**src/rtl/core/xenc_pkg.sv**
```systemverilog
// Shared types, constants and encoding helpers for the x86-64 ALU instruction encoder.
package xenc_pkg;

   // Buffer size and byte counter width
   localparam int unsigned BUFFER_BYTES = 65536;
   localparam int unsigned COUNT_W      = $clog2(BUFFER_BYTES + 1);

   // Decoded plan geometry
   localparam int unsigned SEG_BYTES   = 10;
   localparam int unsigned SEG_LEN_W   = $clog2(SEG_BYTES + 1);
   localparam int unsigned SEG_IDX_W   = $clog2(SEG_BYTES);
   localparam int unsigned NUM_SEGS    = 7;
   localparam int unsigned SEG_SEL_W   = $clog2(NUM_SEGS + 1);
   localparam int unsigned QUEUE_DEPTH = 2;
   localparam int unsigned QUEUE_PTR_W = $clog2(QUEUE_DEPTH);
   localparam int unsigned QUEUE_CNT_W = $clog2(QUEUE_DEPTH + 1);

   // Opcode and prefix bytes
   localparam logic [7:0] OP_MOV_RM   = 8'h89;
   localparam logic [7:0] OP_ADD_RM   = 8'h01;
   localparam logic [7:0] OP_SUB_RM   = 8'h29;
   localparam logic [7:0] OP_AND_RM   = 8'h21;
   localparam logic [7:0] OP_OR_RM    = 8'h09;
   localparam logic [7:0] OP_XOR_RM   = 8'h31;
   localparam logic [7:0] OP_MOV_IMM  = 8'hB8;
   localparam logic [7:0] OP_RET      = 8'hC3;
   localparam logic [7:0] OP_PUSH_RBP = 8'h55;
   localparam logic [7:0] OP_POP_RBP  = 8'h5D;
   localparam logic [7:0] REX_BASE    = 8'h40;
   localparam logic [7:0] REX_W       = 8'h48;
   localparam logic [7:0] REX_B       = 8'h41;
   localparam logic [7:0] MODRM_REG   = 8'hC0;
   localparam logic [31:0] IMM32_MAX  = 32'hFFFF_FFFF;
   localparam logic [3:0] REG_RSP     = 4'd4;
   localparam logic [3:0] REG_RBP     = 4'd5;

   // Action codes
   typedef enum logic [3:0] {
      ACT_MOV      = 4'd0,
      ACT_MOVI     = 4'd1,
      ACT_ADD      = 4'd2,
      ACT_SUB      = 4'd3,
      ACT_AND      = 4'd4,
      ACT_OR       = 4'd5,
      ACT_XOR      = 4'd6,
      ACT_RET      = 4'd7,
      ACT_PROLOGUE = 4'd8,
      ACT_EPILOGUE = 4'd9,
      ACT_CLEAR    = 4'd10,
      ACT_OTHER    = 4'd11
   } action_type;

   // Segment slots, in emission order
   typedef enum logic [SEG_SEL_W-1:0] {
      SEG_PRE  = 3'd0,
      SEG_LD1  = 3'd1,
      SEG_LD2  = 3'd2,
      SEG_MV   = 3'd3,
      SEG_LD3  = 3'd4,
      SEG_ALU  = 3'd5,
      SEG_POST = 3'd6
   } seg_sel_type;

   // Input item
   typedef struct packed {
      logic [3:0]  action;
      logic [3:0]  dest_num;
      logic        dest_ok;
      logic [3:0]  src1_num;
      logic        src1_ok;
      logic        src1_is_const;
      logic [63:0] src1_value;
      logic [3:0]  src2_num;
      logic        src2_ok;
      logic        src2_is_const;
      logic [63:0] src2_value;
      logic [63:0] immediate;
   } req_type;

   // Result item
   typedef struct packed {
      logic [7:0]  code_byte;
      logic [15:0] byte_offset;
      logic        dropped;
      logic        last_byte;
   } rsp_type;

   // One byte string of the plan
   typedef struct packed {
      logic                            en;
      logic [SEG_LEN_W-1:0]            len;
      logic [SEG_BYTES-1:0][7:0]       data;
   } seg_type;

   // Decoded item, passed from front to back
   typedef struct packed {
      logic                     clear;
      seg_type [NUM_SEGS-1:0]   seg;
   } plan_type;

   // Single byte segment
   function automatic seg_type enc_byte(logic [7:0] b);
      seg_type s;
      s         = '0;
      s.en      = 1'b1;
      s.len     = SEG_LEN_W'(1);
      s.data[0] = b;
      return s;
   endfunction

   // REX.W op r/m64, r64 with register-direct ModRM
   function automatic seg_type enc_rr(logic [7:0] op, logic [3:0] rnum, logic [3:0] rm);
      seg_type s;
      s         = '0;
      s.en      = 1'b1;
      s.len     = SEG_LEN_W'(3);
      s.data[0] = REX_W | {5'b0, rnum[3], 1'b0, rm[3]};
      s.data[1] = op;
      s.data[2] = MODRM_REG | {2'b0, rnum[2:0], rm[2:0]};
      return s;
   endfunction

   // MOV r32, imm32 or REX.W MOV r64, imm64
   function automatic seg_type enc_movi(logic [3:0] rnum, logic [63:0] v);
      seg_type    s;
      logic [7:0] opc;
      s   = '0;
      opc = OP_MOV_IMM + {5'b0, rnum[2:0]};
      s.en = 1'b1;
      if (v[63:32] == 32'b0) begin
         if (rnum[3]) begin
            s.len     = SEG_LEN_W'(6);
            s.data[0] = REX_B;
            s.data[1] = opc;
            s.data[5:2] = v[31:0];
         end else begin
            s.len     = SEG_LEN_W'(5);
            s.data[0] = opc;
            s.data[4:1] = v[31:0];
         end
      end else begin
         s.len       = SEG_LEN_W'(10);
         s.data[0]   = REX_W | {7'b0, rnum[3]};
         s.data[1]   = opc;
         s.data[9:2] = v;
      end
      return s;
   endfunction

   // ALU opcode for the two-operand actions
   function automatic logic [7:0] alu_opcode(logic [3:0] act);
      logic [7:0] op;
      unique case (act)
         ACT_ADD: op = OP_ADD_RM;
         ACT_SUB: op = OP_SUB_RM;
         ACT_AND: op = OP_AND_RM;
         ACT_OR:  op = OP_OR_RM;
         ACT_XOR: op = OP_XOR_RM;
         default: op = OP_XOR_RM;
      endcase
      return op;
   endfunction

endpackage

```
**src/rtl/core/xenc_front.sv**
```systemverilog
// Front end: classifies one instruction item into an ordered plan of byte strings.
module xenc_front (
   input  xenc_pkg::req_type  req,
   output xenc_pkg::plan_type plan
);
   import xenc_pkg::*;

   logic is_pro, is_epi, is_clr, is_mov, is_movi, is_alu, is_ret;
   logic loads_ok, all_ok;

   // Classify the action
   always_comb begin
      is_pro   = (req.action == ACT_PROLOGUE);
      is_epi   = (req.action == ACT_EPILOGUE);
      is_clr   = (req.action == ACT_CLEAR);
      is_mov   = (req.action == ACT_MOV);
      is_movi  = (req.action == ACT_MOVI);
      is_ret   = (req.action == ACT_RET);
      is_alu   = (req.action >= ACT_ADD) && (req.action <= ACT_XOR);
      loads_ok = !(is_pro || is_epi || is_clr);
      all_ok   = req.dest_ok && req.src1_ok && req.src2_ok;
   end

   // Build the segment list in emission order
   always_comb begin
      plan       = '0;
      plan.clear = is_clr;

      if (is_pro) begin
         plan.seg[SEG_PRE] = enc_byte(OP_PUSH_RBP);
      end else if (is_epi) begin
         plan.seg[SEG_PRE] = enc_byte(OP_POP_RBP);
      end

      if (loads_ok && req.src1_is_const && req.src1_ok) begin
         plan.seg[SEG_LD1] = enc_movi(req.src1_num, req.src1_value);
      end
      if (loads_ok && req.src2_is_const && req.src2_ok) begin
         plan.seg[SEG_LD2] = enc_movi(req.src2_num, req.src2_value);
      end

      if (is_pro) begin
         plan.seg[SEG_MV] = enc_rr(OP_MOV_RM, REG_RSP, REG_RBP);
      end else if ((is_mov && req.dest_ok && req.src1_ok) ||
                   (is_alu && all_ok && (req.dest_num != req.src1_num))) begin
         plan.seg[SEG_MV] = enc_rr(OP_MOV_RM, req.src1_num, req.dest_num);
      end

      if (is_movi && req.dest_ok) begin
         plan.seg[SEG_LD3] = enc_movi(req.dest_num, req.immediate);
      end

      if (is_alu && all_ok) begin
         plan.seg[SEG_ALU] = enc_rr(alu_opcode(req.action), req.src2_num, req.dest_num);
      end

      if (is_epi || is_ret) begin
         plan.seg[SEG_POST] = enc_byte(OP_RET);
      end
   end

endmodule

```
**src/rtl/core/xenc_queue.sv**
```systemverilog
// Short plan queue between the front end and the byte emitter.
module xenc_queue (
   input  logic               clock,
   input  logic               reset,
   input  logic               wr_valid,
   input  xenc_pkg::plan_type wr_plan,
   output logic               full,
   output logic               rd_valid,
   output xenc_pkg::plan_type rd_plan,
   input  logic               rd_pop
);
   import xenc_pkg::*;

   plan_type                 entry_ff [QUEUE_DEPTH];
   logic [QUEUE_PTR_W-1:0]   wr_ptr_ff, wr_ptr_in;
   logic [QUEUE_PTR_W-1:0]   rd_ptr_ff, rd_ptr_in;
   logic [QUEUE_CNT_W-1:0]   count_ff, count_in;
   logic                     push, pop;

   // Pointer and fill count update
   always_comb begin
      full     = (count_ff == QUEUE_CNT_W'(QUEUE_DEPTH));
      rd_valid = (count_ff != '0);
      rd_plan  = entry_ff[rd_ptr_ff];
      push     = wr_valid && !full;
      pop      = rd_pop && rd_valid;
      wr_ptr_in = push ? wr_ptr_ff + 1'b1 : wr_ptr_ff;
      rd_ptr_in = pop ? rd_ptr_ff + 1'b1 : rd_ptr_ff;
      count_in  = count_ff + QUEUE_CNT_W'(push) - QUEUE_CNT_W'(pop);
   end

   always_ff @(posedge clock) begin
      if (reset) begin
         wr_ptr_ff <= '0;
         rd_ptr_ff <= '0;
         count_ff  <= '0;
      end else begin
         wr_ptr_ff <= wr_ptr_in;
         rd_ptr_ff <= rd_ptr_in;
         count_ff  <= count_in;
      end
   end

   // Store the entry
   always_ff @(posedge clock) begin
      if (push) begin
         entry_ff[wr_ptr_ff] <= wr_plan;
      end
   end

endmodule

```
**src/rtl/core/xenc_back.sv**
```systemverilog
// Back end: walks a plan one byte per cycle unless stalled and counts buffer bytes.
module xenc_back (
   input  logic               clock,
   input  logic               reset,
   input  logic               plan_valid,
   input  xenc_pkg::plan_type plan,
   output logic               plan_pop,
   output logic               rsp_valid,
   input  logic               rsp_stall,
   output xenc_pkg::rsp_type  rsp_data
);
   import xenc_pkg::*;

   logic [SEG_SEL_W-1:0] seg_sel_ff, seg_sel_in;
   logic [SEG_IDX_W-1:0] byte_idx_ff, byte_idx_in;
   logic [COUNT_W-1:0]   count_ff, count_in;
   logic                 rsp_valid_ff, rsp_valid_in;
   rsp_type              rsp_ff, rsp_in;

   logic                 advance, found, any_later, seg_last, emit, full;
   logic [SEG_SEL_W-1:0] cur;
   seg_type              cur_seg;

   // Find the first enabled segment at or after the current slot
   always_comb begin
      found = 1'b0;
      cur   = '0;
      for (int i = NUM_SEGS - 1; i >= 0; i--) begin
         if (plan.seg[i].en && (SEG_SEL_W'(i) >= seg_sel_ff)) begin
            found = 1'b1;
            cur   = SEG_SEL_W'(i);
         end
      end
      any_later = 1'b0;
      for (int i = 0; i < NUM_SEGS; i++) begin
         if (plan.seg[i].en && (SEG_SEL_W'(i) > cur)) begin
            any_later = 1'b1;
         end
      end
      cur_seg = plan.seg[cur];
   end

   // Emit one byte, advance position, drop the plan when done
   always_comb begin
      advance  = !rsp_valid_ff || !rsp_stall;
      full     = (count_ff >= COUNT_W'(BUFFER_BYTES));
      seg_last = (byte_idx_ff == SEG_IDX_W'(cur_seg.len - 1'b1));
      emit     = 1'b0;
      plan_pop = 1'b0;
      if (plan_valid && advance) begin
         if (plan.clear || !found) begin
            plan_pop = 1'b1;
         end else begin
            emit = 1'b1;
            if (seg_last && !any_later) begin
               plan_pop = 1'b1;
            end
         end
      end

      seg_sel_in  = seg_sel_ff;
      byte_idx_in = byte_idx_ff;
      if (plan_pop) begin
         seg_sel_in  = '0;
         byte_idx_in = '0;
      end else if (emit) begin
         if (seg_last) begin
            seg_sel_in  = cur + 1'b1;
            byte_idx_in = '0;
         end else begin
            byte_idx_in = byte_idx_ff + 1'b1;
         end
      end

      count_in = count_ff;
      if (plan_pop && plan.clear) begin
         count_in = '0;
      end else if (emit && !full) begin
         count_in = count_ff + 1'b1;
      end

      rsp_in             = rsp_ff;
      rsp_in.code_byte   = cur_seg.data[byte_idx_ff];
      rsp_in.byte_offset = full ? 16'b0 : count_ff[15:0];
      rsp_in.dropped     = full;
      rsp_in.last_byte   = seg_last && !any_later;

      rsp_valid_in = rsp_valid_ff;
      if (emit) begin
         rsp_valid_in = 1'b1;
      end else if (!rsp_stall) begin
         rsp_valid_in = 1'b0;
      end
   end

   always_ff @(posedge clock) begin
      if (reset) begin
         seg_sel_ff   <= '0;
         byte_idx_ff  <= '0;
         count_ff     <= '0;
         rsp_valid_ff <= 1'b0;
      end else begin
         seg_sel_ff   <= seg_sel_in;
         byte_idx_ff  <= byte_idx_in;
         count_ff     <= count_in;
         rsp_valid_ff <= rsp_valid_in;
      end
   end

   // Load the output register
   always_ff @(posedge clock) begin
      if (emit) begin
         rsp_ff <= rsp_in;
      end
   end

   assign rsp_valid = rsp_valid_ff;
   assign rsp_data  = rsp_ff;

endmodule

```
**src/rtl/core/x86_64_alu_instruction_encoder.sv**
```systemverilog
// With the queue empty, an accepted item is first written to the plan queue, and its first
// byte then goes to the output register, where rsp_valid rises. The emitter sends one
// code byte per cycle unless stalled; an item has up to 30 bytes (3 to 6 typical) or none.
// A two-entry plan queue lets the input side keep accepting while bytes drain.
// Reset (synchronous, active high) empties the queue and output register and zeroes
// the buffer byte count.
module x86_64_alu_instruction_encoder (
   input  logic              clock,
   input  logic              reset,
   input  logic              req_valid,
   output logic              req_stall,
   input  xenc_pkg::req_type req_data,
   output logic              rsp_valid,
   input  logic              rsp_stall,
   output xenc_pkg::rsp_type rsp_data
);
   import xenc_pkg::*;

   plan_type new_plan, head_plan;
   logic     q_full, head_valid, head_pop;

   // Classify incoming items
   xenc_front u_front (
      .req  (req_data),
      .plan (new_plan)
   );

   // Buffer decoded plans
   xenc_queue u_queue (
      .clock    (clock),
      .reset    (reset),
      .wr_valid (req_valid),
      .wr_plan  (new_plan),
      .full     (q_full),
      .rd_valid (head_valid),
      .rd_plan  (head_plan),
      .rd_pop   (head_pop)
   );

   // Emit bytes
   xenc_back u_back (
      .clock      (clock),
      .reset      (reset),
      .plan_valid (head_valid),
      .plan       (head_plan),
      .plan_pop   (head_pop),
      .rsp_valid  (rsp_valid),
      .rsp_stall  (rsp_stall),
      .rsp_data   (rsp_data)
   );

   assign req_stall = q_full;

endmodule

```
**config.mk**
```make
export PLATFORM = sky130hd
export DESIGN_NAME = x86_64_alu_instruction_encoder
export DESIGN_NICKNAME = d
export VERILOG_FILES = /design/src/rtl/core/xenc_pkg.sv /design/src/rtl/core/xenc_front.sv /design/src/rtl/core/xenc_queue.sv /design/src/rtl/core/xenc_back.sv /design/src/rtl/core/x86_64_alu_instruction_encoder.sv
export SDC_FILE = /design/constraint.sdc
export NUM_CORES = 1
export LEC_CHECK = 0
export BUFFER_PORTS_ARGS = -buffer_cell sky130_fd_sc_hd__buf_2
export CORE_MARGIN = 1
export CORE_UTILIZATION = 40
export CTS_BUF_LIST = sky130_fd_sc_hd__clkbuf_16
export CTS_CLUSTER_DIAMETER = 60
export DETAILED_ROUTE_END_ITERATION = 10
export PLACE_DENSITY = 0.58
export SLEW_MARGIN = 10
export SYNTH_ARGS = -nofsm -noshare
export SYNTH_HDL_FRONTEND = slang
export SYNTH_SLANG_ARGS = --single-unit
```
**constraint.sdc**
```tcl
create_clock -name clock -period 22.9 [get_ports clock]
set_clock_uncertainty 0.15 [all_clocks]
set_input_delay 1.145 -clock clock [delete_from_list [all_inputs] [get_ports clock]]
set_output_delay 1.145 -clock clock [all_outputs]
set_load 0.02 [all_outputs]
```
==> impl_metrics.env, run 1 <==
export IMPL_cts_resized=0
export IMPL_yosys_area_top_type="edfxtp_1"
export IMPL_status="completed"
export IMPL_async_flop_share=0
export IMPL_antenna_cells=0
export IMPL_worst_pin_slew_ns=1.15
export IMPL_place_ws_ns=15.95
export IMPL_multi_input_area_um2=8440
export IMPL_cts_root_buf="clkbuf_16"
export IMPL_synth_top_cell_area_share=0.637
export IMPL_drive_gt1_frac=0.200
export IMPL_clock_latency_ns=0.61
export IMPL_crit_required_ns=23.23
export IMPL_cp_slowest_stage_delay_ns=0.68
export IMPL_portBuffers=244
export IMPL_arrival_ns=7.12
export IMPL_combinationalPowerShare=0.317
export IMPL_hold_path_class="flip-flop to flip-flop"
export IMPL_grtUsageTotal=0.224
export IMPL_ys_warnings_count=0
export IMPL_wl_per_cell_um=24.8
export IMPL_fin_crit_ns=6.79
export IMPL_worst_path_max_fanout=134
export IMPL_powerDensity_nw_per_um2=117
export IMPL_pwr_share_clk=0.283
export IMPL_grt_pass1_vias=17300
export IMPL_setup_viol=0
export IMPL_antenna_found_initial=4
export IMPL_synth_cells=1988
export IMPL_finalCritPeriodShare=0.297
export IMPL_end_kind="flip-flop"
export IMPL_ir_drop_uv=79.6
export IMPL_critPathSlowestCell="dfxtp_4"
export IMPL_cts_tree="yes"
export IMPL_whs_ns=0.347
export IMPL_slew_headroom=0.237
export IMPL_hold_violations=0
export IMPL_dp_hpwl_um=50500
export IMPL_synth_area_um2=26500
export IMPL_synth_ff_type="edfxtp_1"
export IMPL_dp_cells=2983
export IMPL_synth_area_per_cell_um2=13.3
export IMPL_power_switching_w=0.00124
export IMPL_cts_made_buffers=67
export IMPL_fmax_ghz=0.147
export IMPL_gp_congestion=0.847
export IMPL_rows=93
export IMPL_clock_sinks=592
export IMPL_synth_seq_cells=592
export IMPL_p_leak_nw=10.7
export IMPL_wl_um=76700
export IMPL_core_area_um2=64900
export IMPL_grt_overflow_total=0
export IMPL_rsz0062_at_grt="false"
export IMPL_drc=0
export IMPL_die_area_um2=67300
export IMPL_ant_nets=0
export IMPL_drv_slew=0
export IMPL_synth_area_leaders="edfxtp_1 64%, mux2i_1 7.7%, nand2_1 2.8%"
export IMPL_grt_max_degree=166
export IMPL_clkTransAtPathRegs_ns=0.06
export IMPL_area_growth_syn_to_layout_pct=15.6
export IMPL_synth_edff_count=562
export IMPL_synth_fp_nets=2214
export IMPL_seq_area_um2=17500
export IMPL_setup_tns_ns=0
export IMPL_ios=245
export IMPL_max_clock_path_buffers=3
export IMPL_cts_hold_buf=0
export IMPL_fill_cells=5802
export IMPL_p_int_w=0.00235
export IMPL_dr_pass1_iters=6
export IMPL_swShare=0.345
export IMPL_critPathKind="flip-flop to flip-flop"
export IMPL_maxCapViolCount=0
export IMPL_layout_cells_non_filler=3096
export IMPL_die_x_um=259
export IMPL_viasPerCell=5.69
export IMPL_yosysUniqueCellTypes=75
export IMPL_fp_dieH_um=259
export IMPL_start_util=0.408
export IMPL_setup_ws_ns=16.11
export IMPL_final_nets=2423
export IMPL_cts_setup_buffers=0
export IMPL_power_share_sequential=0.400
export IMPL_grt_pass1_wl_um=110000
export IMPL_hp_start="u_back.count_ff[13]$_SDFFE_PP0P_"
export IMPL_drt_iter0_drc=1713
export IMPL_path_common_cell="ha_1"
export IMPL_num_vias=17600
export IMPL_yosysSeqAreaShare=0.660
export IMPL_crit_chain="buf_12 -> mux2i_1 -> a221oi_1 -> o211ai_2 -> inv_2 -> o21ai_4 -> buf_4 -> o22ai_1 -> o31ai_1 -> ha_1 -> xor2_1 -> nand2b_1 -> mux2i_1 -> and3_1 -> a21oi_2 -> o21ai_2 -> and2_1 -> ha_1 -> inv_1 -> ha_1 -> xor2_1 -> xnor2_1 -> nor2_1"
export IMPL_setup_worst_path_start_class="flip-flop"
export IMPL_h_tree_depth=3
==> layout make-up <==
type / count / area share
multi-input cells: 1237 / 0.275
inverters: 22 / 0.00270
flip-flops and latches: 592 / 0.571
well taps: 855 / 0.0349
repair buffers: 277 / 0.0488
clock inverters: 43 / 0.0104
clock buffers: 70 / 0.0572
==> synth_stat cells, types with 3 or more instances <==
cell type and count:
a2111oi_0 3, a211oi_1 8, a21boi_0 4, a21o_1 7, a21oi_1 139, a21oi_2 3, a221oi_1 9, a22oi_1 6
a31oi_1 4, and2_1 113, and3_1 41, buf_1 18, buf_2 18, buf_4 4, clkbuf_1 96, dfxtp_1 30
edfxtp_1 562, ha_1 9, inv_1 21, mux2_2 22, mux2i_1 203, mux4_2 22, nand2_1 201, nand3_1 15
nand3b_1 3, nand4_1 9, nor2_1 118, nor2b_1 15, nor3_1 27, nor4_1 27, o211ai_1 12, o21a_1 3
o21ai_0 46, o21ai_2 3, o221ai_1 40, o22ai_1 32, o2bb2ai_1 3, o311ai_0 5, o31ai_1 10, or3_1 15
xnor2_1 8, xor2_1 16
==> routing by layer <==
metal / wire, um / share of wire / vias to the layer above / track usage
li1: - / - / 7977 / -
met4: 2200 / 0.029 / 8 / 0.0814
met1: 32700 / 0.43 / 8792 / 0.307
met3: 6180 / 0.081 / 130 / 0.0492
met2: 35600 / 0.46 / 721 / 0.347
met5: 57 / 0.00074 / - / 0
==> power by group through the flow <==
stage	Clock (W)	Combinational, W	Sequential [W]
global route	0.00108	0.00121	0.00145
finish	0.00102	0.00114	0.00144
floorplan	0	0.000741	0.00151
detailed placement	0	0.00113	0.00146
global placement	0	0.00112	0.00145
CTS	0.00104	0.00114	0.00144
==> placed cells by master, fill, tap and decap left out, drive strengths merged, types with 5 or more instances in the layout <==
| cell type | n |
|---|---|
| xor2 | 16 |
| a21o | 7 |
| o311ai | 5 |
| and2 | 113 |
| a22oi | 6 |
| a221oi | 10 |
| ha | 9 |
| inv | 42 |
| o211ai | 13 |
| clkbuf | 70 |
| buf | 277 |
| nor2 | 118 |
| mux2 | 24 |
| xnor2 | 8 |
| and3 | 41 |
| a21oi | 142 |
| or3 | 15 |
| nor3 | 27 |
| a211oi | 8 |
| edfxtp | 562 |
| dfxtp | 30 |
| nand2 | 201 |
| o22ai | 33 |
| clkinv | 16 |
| o31ai | 12 |
| o21ai | 50 |
| nor4 | 27 |
| mux4 | 22 |
| nand4 | 9 |
| nor2b | 15 |
| mux2i | 205 |
| o221ai | 40 |
| nand3 | 16 |
==> final timing paths <==
path	endpoint	slack, ns	depth (start not counted)
worst max-delay path	u_queue.count_ff[1]$_SDFF_PP0_	16.11	23
worst min-delay path	u_back.count_ff[13]$_SDFFE_PP0P_	0.35	2
worst max register to register	u_queue.count_ff[1]$_SDFF_PP0_	16.11	23
worst min register to register	u_back.count_ff[13]$_SDFFE_PP0P_	0.35	2
==> cells by family (layout without fill, tap and decap cells) <==
kind of cell,count (synthesis),in the layout,share of synthesized area
flops,592,592,0.660
simple gates,591,591,0.108
compound gates,362,362,0.0889
mux,251,251,0.107
buf+inv,159,412,0.0242
xor+xnor,24,24,0.00793
fa+ha+maj,9,9,0.00425
==> flip-flops by register name (all words and copies together), names as in the netlist, named ones only <==
register / flops
u_queue.entry_ff: 536
u_back.byte_idx_ff: 4
u_queue.count_ff: 2
u_back.count_ff: 17
u_back.seg_sel_ff: 3
u_queue.wr_ptr_ff: 1
u_back.rsp_valid: 1
u_back.rsp_data: 26
u_queue.rd_ptr_ff: 1
==> stage by stage <==
stage / total power [W] / utilization / instance area [um^2]
2_1_floorplan: 0.00225 / - / 26500
3_3_place_gp: 0.00258 / 0.440 / 28600
3_5_place_dp: 0.00259 / 0.440 / 28600
4_1_cts: 0.00361 / 0.472 / 30600
5_1_grt: 0.00374 / 0.472 / 30600
6_report: 0.00359 / 0.472 / 30600
==> critical path: cells and delay by family, from the launching register on <==
family / cells / cell delay, ns
fa+ha+maj: 3 / 0.75
xor+xnor: 3 / 0.48
buf+inv: 4 / 1.64
flops: 1 / 0.68
mux: 2 / 0.37
compound gates: 7 / 1.98
simple gates: 4 / 0.60
Power figures use the tool's default switching activity.
==> inputs of run 2 (changes only) <==
--- a/config.mk
+++ b/config.mk
@@ -11,7 +11,7 @@
 export CTS_BUF_LIST = sky130_fd_sc_hd__clkbuf_16
 export CTS_CLUSTER_DIAMETER = 60
 export DETAILED_ROUTE_END_ITERATION = 10
-export PLACE_DENSITY = 0.58
+export PLACE_DENSITY = 0.61
 export SLEW_MARGIN = 10
 export SYNTH_ARGS = -nofsm -noshare
 export SYNTH_HDL_FRONTEND = slang
==> constraint.sdc (replaced) <==
create_clock -name clock -period 5.4 [get_ports clock]
set_clock_uncertainty 0.15 [all_clocks]
set_input_delay 0.27 -clock clock [delete_from_list [all_inputs] [get_ports clock]]
set_output_delay 0.27 -clock clock [all_outputs]
set_load 0.02 [all_outputs]
==> run 2 against run 1 <==
Net effect: final area increased by 8.5%; fmax increased by 35%; hold slack got worse by 0.31 ns; critical path type unchanged; largest power group unchanged.
==> impl_metrics.env, run 2 (synthesis results as in run 1) <==
export IMPL_arrival_ns=5.37
export IMPL_die_area_um2=67300
export IMPL_hold_violations=0
export IMPL_whs_ns=0.0381
export IMPL_drt_iter0_drc=2013
export IMPL_cp_slowest_stage_delay_ns=0.57
export IMPL_slew_headroom=0.255
export IMPL_cts_tree="yes"
export IMPL_grt_overflow_total=0
export IMPL_grt_pass1_vias=18700
export IMPL_ir_drop_uv=400
export IMPL_ios=245
export IMPL_whs_path_depth=3
export IMPL_cts_root_buf="clkbuf_16"
export IMPL_clock_sinks=592
export IMPL_finalCritPeriodShare=0.931
export IMPL_critPathKind="flip-flop to flip-flop"
export IMPL_hp_start="req_data[8]"
export IMPL_drive_gt1_frac=0.188
export IMPL_top_register="u_queue.entry_ff"
export IMPL_wl_per_cell_um=24.0
export IMPL_ant_nets=0
export IMPL_cts_setup_buffers=0
export IMPL_drv_slew=0
export IMPL_hold_path_class="primary input to flip-flop"
export IMPL_worst_pin_slew_ns=1.09
export IMPL_layout_common_cells="562 x edfxtp_1, 244 x buf_2, 225 x dlygate4sd3_1"
export IMPL_end_kind="flip-flop"
export IMPL_powerDensity_nw_per_um2=477
export IMPL_grtUsageTotal=0.233
export IMPL_final_nets=2660
export IMPL_clock_latency_ns=0.62
export IMPL_fin_crit_ns=5.03
export IMPL_wl_um=80000
export IMPL_path_common_cell="ha_1"
export IMPL_largest_reg_flops=536
export IMPL_dr_pass1_iters=7
export IMPL_max_clock_path_buffers=3
export IMPL_rsz0062_at_grt="false"
export IMPL_antenna_found_initial=2
export IMPL_cts_made_buffers=67
export IMPL_grt_pass1_wl_um=116000
export IMPL_maxCapViolCount=0
export IMPL_fp_dieH_um=259
export IMPL_status="completed"
export IMPL_reg2reg_slack_ns=0.37
export IMPL_setup_viol=0
export IMPL_antenna_cells=0
export IMPL_final_common_cell="edfxtp_1"
export IMPL_dp_hpwl_um=51200
export IMPL_p_leak_nw=11.8
export IMPL_holdPathEnd="u_queue.entry_ff[1][364]$_DFFE_PP_"
export IMPL_crit_required_ns=5.74
export IMPL_rows=93
export IMPL_num_vias=18800
export IMPL_critPathSlowestCell="dfxtp_4"
export IMPL_core_area_um2=64900
export IMPL_clkTransAtPathRegs_ns=0.06
export IMPL_drc=0
export IMPL_final_cell_area_um2=33200
export IMPL_die_x_um=259
export IMPL_gp_congestion=0.878
export IMPL_start_util=0.408
export IMPL_fmax_ghz=0.199
export IMPL_place_area_um2=28700
export IMPL_grt_max_degree=138
export IMPL_worst_path_max_fanout=19
export IMPL_area_growth_syn_to_layout_pct=25.4
export IMPL_r2r_cells=21
export IMPL_portBuffers=244
export IMPL_viasPerCell=5.63
export IMPL_setup_worst_path_start_class="flip-flop"
export IMPL_setup_tns_ns=0
export IMPL_rr_endpoint="u_queue.count_ff[1]$_SDFF_PP0_"
export IMPL_crit_chain="mux2_2 -> a221oi_1 -> o211ai_4 -> inv_2 -> o21ai_4 -> a21boi_0 -> o31ai_1 -> ha_1 -> xor2_1 -> nand2b_1 -> mux2i_1 -> and4b_1 -> a21oi_2 -> o21ai_2 -> and2_1 -> ha_1 -> inv_1 -> ha_1 -> xor2_1 -> xnor2_1 -> nor2_1"
export IMPL_h_tree_depth=3
==> run 2: cell count changes in the layout (fill, tap and decap cells not counted), sizes merged <==
cell         change
dlygate4sd3    +225
buf             +12
clkinvlp         -3
bufinv           +7
clkinv           +7
inv              -4
==> run 2: timing repair <==
action | CTS | global route
setup endpoints to repair | 0 | 1
gates resized for setup | 0 | 1
endpoints found under the hold margin | 495 | 0
hold buffers | 225 | 0
==> run 2: per-layer routing <==
layer | GRT usage | routed length, um
met1 | 0.313 | 32900
met2 | 0.374 | 37600
met3 | 0.0489 | 6830
met4 | 0.0825 | 2630
met5 | 0 | 0
==> run 2: worst max-delay path by stage <==
stage | to | depth (start not counted)
4_1_cts | u_queue.count_ff[1]$_SDFF_PP0_ | 21
3_5_place_dp | u_queue.count_ff[1]$_SDFF_PP0_ | 21
5_1_grt | u_queue.count_ff[1]$_SDFF_PP0_ | 21
6_report | u_queue.count_ff[1]$_SDFF_PP0_ | 21
3_3_place_gp | u_queue.count_ff[1]$_SDFF_PP0_ | 21
2_1_floorplan | u_queue.entry_ff[0][100]$_DFFE_PP_ | 4
==> run 2: per-stage QoR <==
step | total power, W | util | setup slack, ns | std cells
2_1_floorplan | 0.00938 | - | 0.258 | 1988
3_3_place_gp | 0.0110 | 0.442 | 0.501 | 2995
3_5_place_dp | 0.0111 | 0.442 | 0.358 | 2995
4_1_cts | 0.0159 | 0.512 | 0.348 | 3340
5_1_grt | 0.0165 | 0.512 | 0.0808 | 3340
6_report | 0.0159 | 0.512 | 0.375 | 3340
==> run 2: cell type report <==
cell class                 count  area [um^2]
inverter                      22         82.6
timing repair buffer         514         3860
sequential                   592        17500
multi-input combinational   1237         8460
clock buffer                  70         1750
clock inverter                50          520
fill                        5523        31700
tap                          855         1070
==> run 2: power by group <==
group | switching (W) | internal, W | total, W
Combinational | 0.00325 | 0.00181 | 0.00506
Clock | 0.00186 | 0.00284 | 0.00469
Sequential | 0.000254 | 0.00585 | 0.00611
==> run 2: worst max-delay path: cells and delay by family, from the launching register on <==
kind	cells	cell delay, ns
and+or+nand+nor	4	0.58
DFF	1	0.57
buffers and inverters	2	0.19
xor gates and xnor gates	3	0.48
AOI/OAI and AO/OA	7	1.67
muxes	2	0.57
adders and majority gates	3	0.70
==> inputs of run 3 (changes only) <==
--- a/config.mk
+++ b/config.mk
@@ -6,12 +6,14 @@
 export NUM_CORES = 1
 export LEC_CHECK = 0
 export BUFFER_PORTS_ARGS = -buffer_cell sky130_fd_sc_hd__buf_2
+export CELL_PAD_IN_SITES_DETAIL_PLACEMENT = 1
+export CELL_PAD_IN_SITES_GLOBAL_PLACEMENT = 1
 export CORE_MARGIN = 1
 export CORE_UTILIZATION = 40
 export CTS_BUF_LIST = sky130_fd_sc_hd__clkbuf_16
 export CTS_CLUSTER_DIAMETER = 60
 export DETAILED_ROUTE_END_ITERATION = 10
-export PLACE_DENSITY = 0.61
+export PLACE_DENSITY = 0.71
 export SLEW_MARGIN = 10
 export SYNTH_ARGS = -nofsm -noshare
 export SYNTH_HDL_FRONTEND = slang
==> run 3 against run 2 <==
Net effect: hold slack got worse by 0.016 ns; core utilization decreased by 0.20 points; non-clock buffer count increased by 4; final cell count grew 0.24%; highest routed layer unchanged; largest power group unchanged; worst setup slack got worse by 0.0037 ns; global-route usage rose by 2.7 points; count of clock-buffer cells in the layout shrank 1.
==> impl_metrics.env, run 3 (synthesis results as in run 1) <==
export IMPL_setup_viol=0
export IMPL_fin_crit_ns=5.03
export IMPL_ant_nets=0
export IMPL_ir_drop_uv=267
export IMPL_grt_max_degree=126
export IMPL_die_area_um2=67300
export IMPL_r2r_cells=21
export IMPL_hp_start="req_data[205]"
export IMPL_end_kind="flip-flop"
export IMPL_arrival_ns=5.35
export IMPL_drt_iter0_drc=1936
export IMPL_rr_endpoint="u_queue.count_ff[1]$_SDFF_PP0_"
export IMPL_status="completed"
export IMPL_rows=93
export IMPL_largest_reg_flops=536
export IMPL_fmax_ghz=0.199
export IMPL_holdPathEnd="u_queue.entry_ff[0][271]$_DFFE_PP_"
export IMPL_powerDensity_nw_per_um2=476
export IMPL_cts_made_buffers=66
export IMPL_dr_pass1_iters=5
export IMPL_final_common_cell="edfxtp_1"
export IMPL_power_w=0.0157
export IMPL_core_area_um2=64900
export IMPL_num_vias=19500
export IMPL_critPathKind="flip-flop to flip-flop"
export IMPL_worst_pin_slew_ns=1.23
export IMPL_multi_input_area_um2=8440
export IMPL_setup_worst_path_start_class="flip-flop"
export IMPL_final_cell_area_um2=33100
export IMPL_start_util=0.408
export IMPL_place_area_um2=28700
export IMPL_cts_root_buf="clkbuf_16"
export IMPL_top_register="u_queue.entry_ff"
export IMPL_area_growth_syn_to_layout_pct=24.9
export IMPL_seq_area_um2=17500
export IMPL_clock_latency_ns=0.61
export IMPL_dp_hpwl_um=55200
export IMPL_p_leak_nw=11.8
export IMPL_fp_dieH_um=259
export IMPL_hold_violations=0
export IMPL_maxCapViolCount=0
export IMPL_gp_congestion=0.845
export IMPL_setup_tns_ns=0
export IMPL_layout_common_cells="562 x edfxtp_1, 244 x buf_2, 226 x dlygate4sd3_1"
export IMPL_ios=245
export IMPL_drive_gt1_frac=0.186
export IMPL_slew_headroom=0.159
export IMPL_grt_pass1_vias=20400
export IMPL_final_nets=2663
export IMPL_rsz0062_at_grt="false"
export IMPL_path_common_cell="ha_1"
export IMPL_wl_per_cell_um=26.5
export IMPL_whs_path_depth=2
export IMPL_grt_overflow_total=0
export IMPL_crit_required_ns=5.72
export IMPL_crit_chain="mux2_2 -> a221oi_1 -> o211ai_2 -> inv_2 -> o21ai_4 -> a21boi_0 -> o31ai_2 -> ha_1 -> xor2_1 -> nand2b_1 -> mux2i_1 -> and4b_1 -> a21oi_2 -> o21ai_2 -> and2_1 -> ha_1 -> inv_1 -> ha_1 -> xor2_1 -> xnor2_1 -> nor2_1"
export IMPL_grt_pass1_wl_um=129000
export IMPL_viasPerCell=5.81
export IMPL_wl_um=88700
export IMPL_fin_util=0.510
export IMPL_finalCritPeriodShare=0.931
export IMPL_drv_slew=0
export IMPL_max_clock_path_buffers=3
export IMPL_h_tree_depth=3
export IMPL_antenna_found_initial=7
export IMPL_drc=0
export IMPL_cts_setup_buffers=0
export IMPL_portBuffers=244
export IMPL_grtUsageTotal=0.260
export IMPL_clock_sinks=592
export IMPL_critPathSlowestCell="dfxtp_4"
export IMPL_reg2reg_slack_ns=0.37
export IMPL_die_x_um=259
export IMPL_cts_tree="yes"
export IMPL_worst_path_max_fanout=13
export IMPL_clkTransAtPathRegs_ns=0.06
export IMPL_cp_slowest_stage_delay_ns=0.48
export IMPL_fill_cells=6569
export IMPL_hold_path_class="primary input to flip-flop"
run 3: timing repair:
item,CTS,global route
gates resized for setup,0,1
hold buffers,226,0
endpoints found under the hold margin,474,0
endpoints found under the setup margin,0,1
run 3: critical path: cells and delay by family, from the launching register on:
kind	cells	cell delay, ns
mux	2	0.56
compound gates	7	1.71
xor+xnor	3	0.48
simple gates	4	0.58
buf+inv	2	0.25
fa+ha+maj	3	0.69
flops	1	0.48
run 3: final cells by class:
cell class | count | area share
tap | 855 | 0.0323
clock buffer | 69 | 0.0522
clock inverter | 50 | 0.0118
timing repair buffer | 518 | 0.118
antenna | 5 | 0.000378
sequential | 592 | 0.528
inverter | 22 | 0.00249
multi-input combinational | 1237 | 0.255
run 3: metal layers:
metal  up-vias  wire, um  global-route usage
met5         -         0                   0
met4         0      3240               0.103
met3       167      6260              0.0362
met2       899     43800               0.439
met1      9948     35400               0.337
li1       8443         -                   -
run 3: where the power goes:
part	internal [W]	leakage, nW	total (W)	switching [W]
logic	0.00181	5.18	0.00517	0.00336
registers	0.00586	5.51	0.00614	0.000277
clock network	0.00256	1.12	0.00443	0.00187
run 3: worst max path at each step:
stage | startpoint | endpoint | slack (ns)
floorplan | u_queue.count_ff[0]$_SDFF_PP0_ | u_queue.entry_ff[0][100]$_DFFE_PP_ | 0.26
global placement | flip-flop | u_queue.count_ff[1]$_SDFF_PP0_ | 0.52
detailed placement | flip-flop | u_queue.count_ff[1]$_SDFF_PP0_ | 0.35
CTS | flip-flop | u_queue.count_ff[1]$_SDFF_PP0_ | 0.34
global route | flip-flop | u_queue.count_ff[1]$_SDFF_PP0_ | 0.02
finish | flip-flop | u_queue.count_ff[1]$_SDFF_PP0_ | 0.37
run 3: stage by stage:
stage	instances	setup slack (ns)	hold WS, ns
global route	3347	0.0198	0.0143
detailed placement	2998	0.348	0.353
floorplan	1988	0.258	0.197
global placement	2998	0.523	0.314
CTS	3343	0.343	0.00461
finish	3348	0.371	0.0225
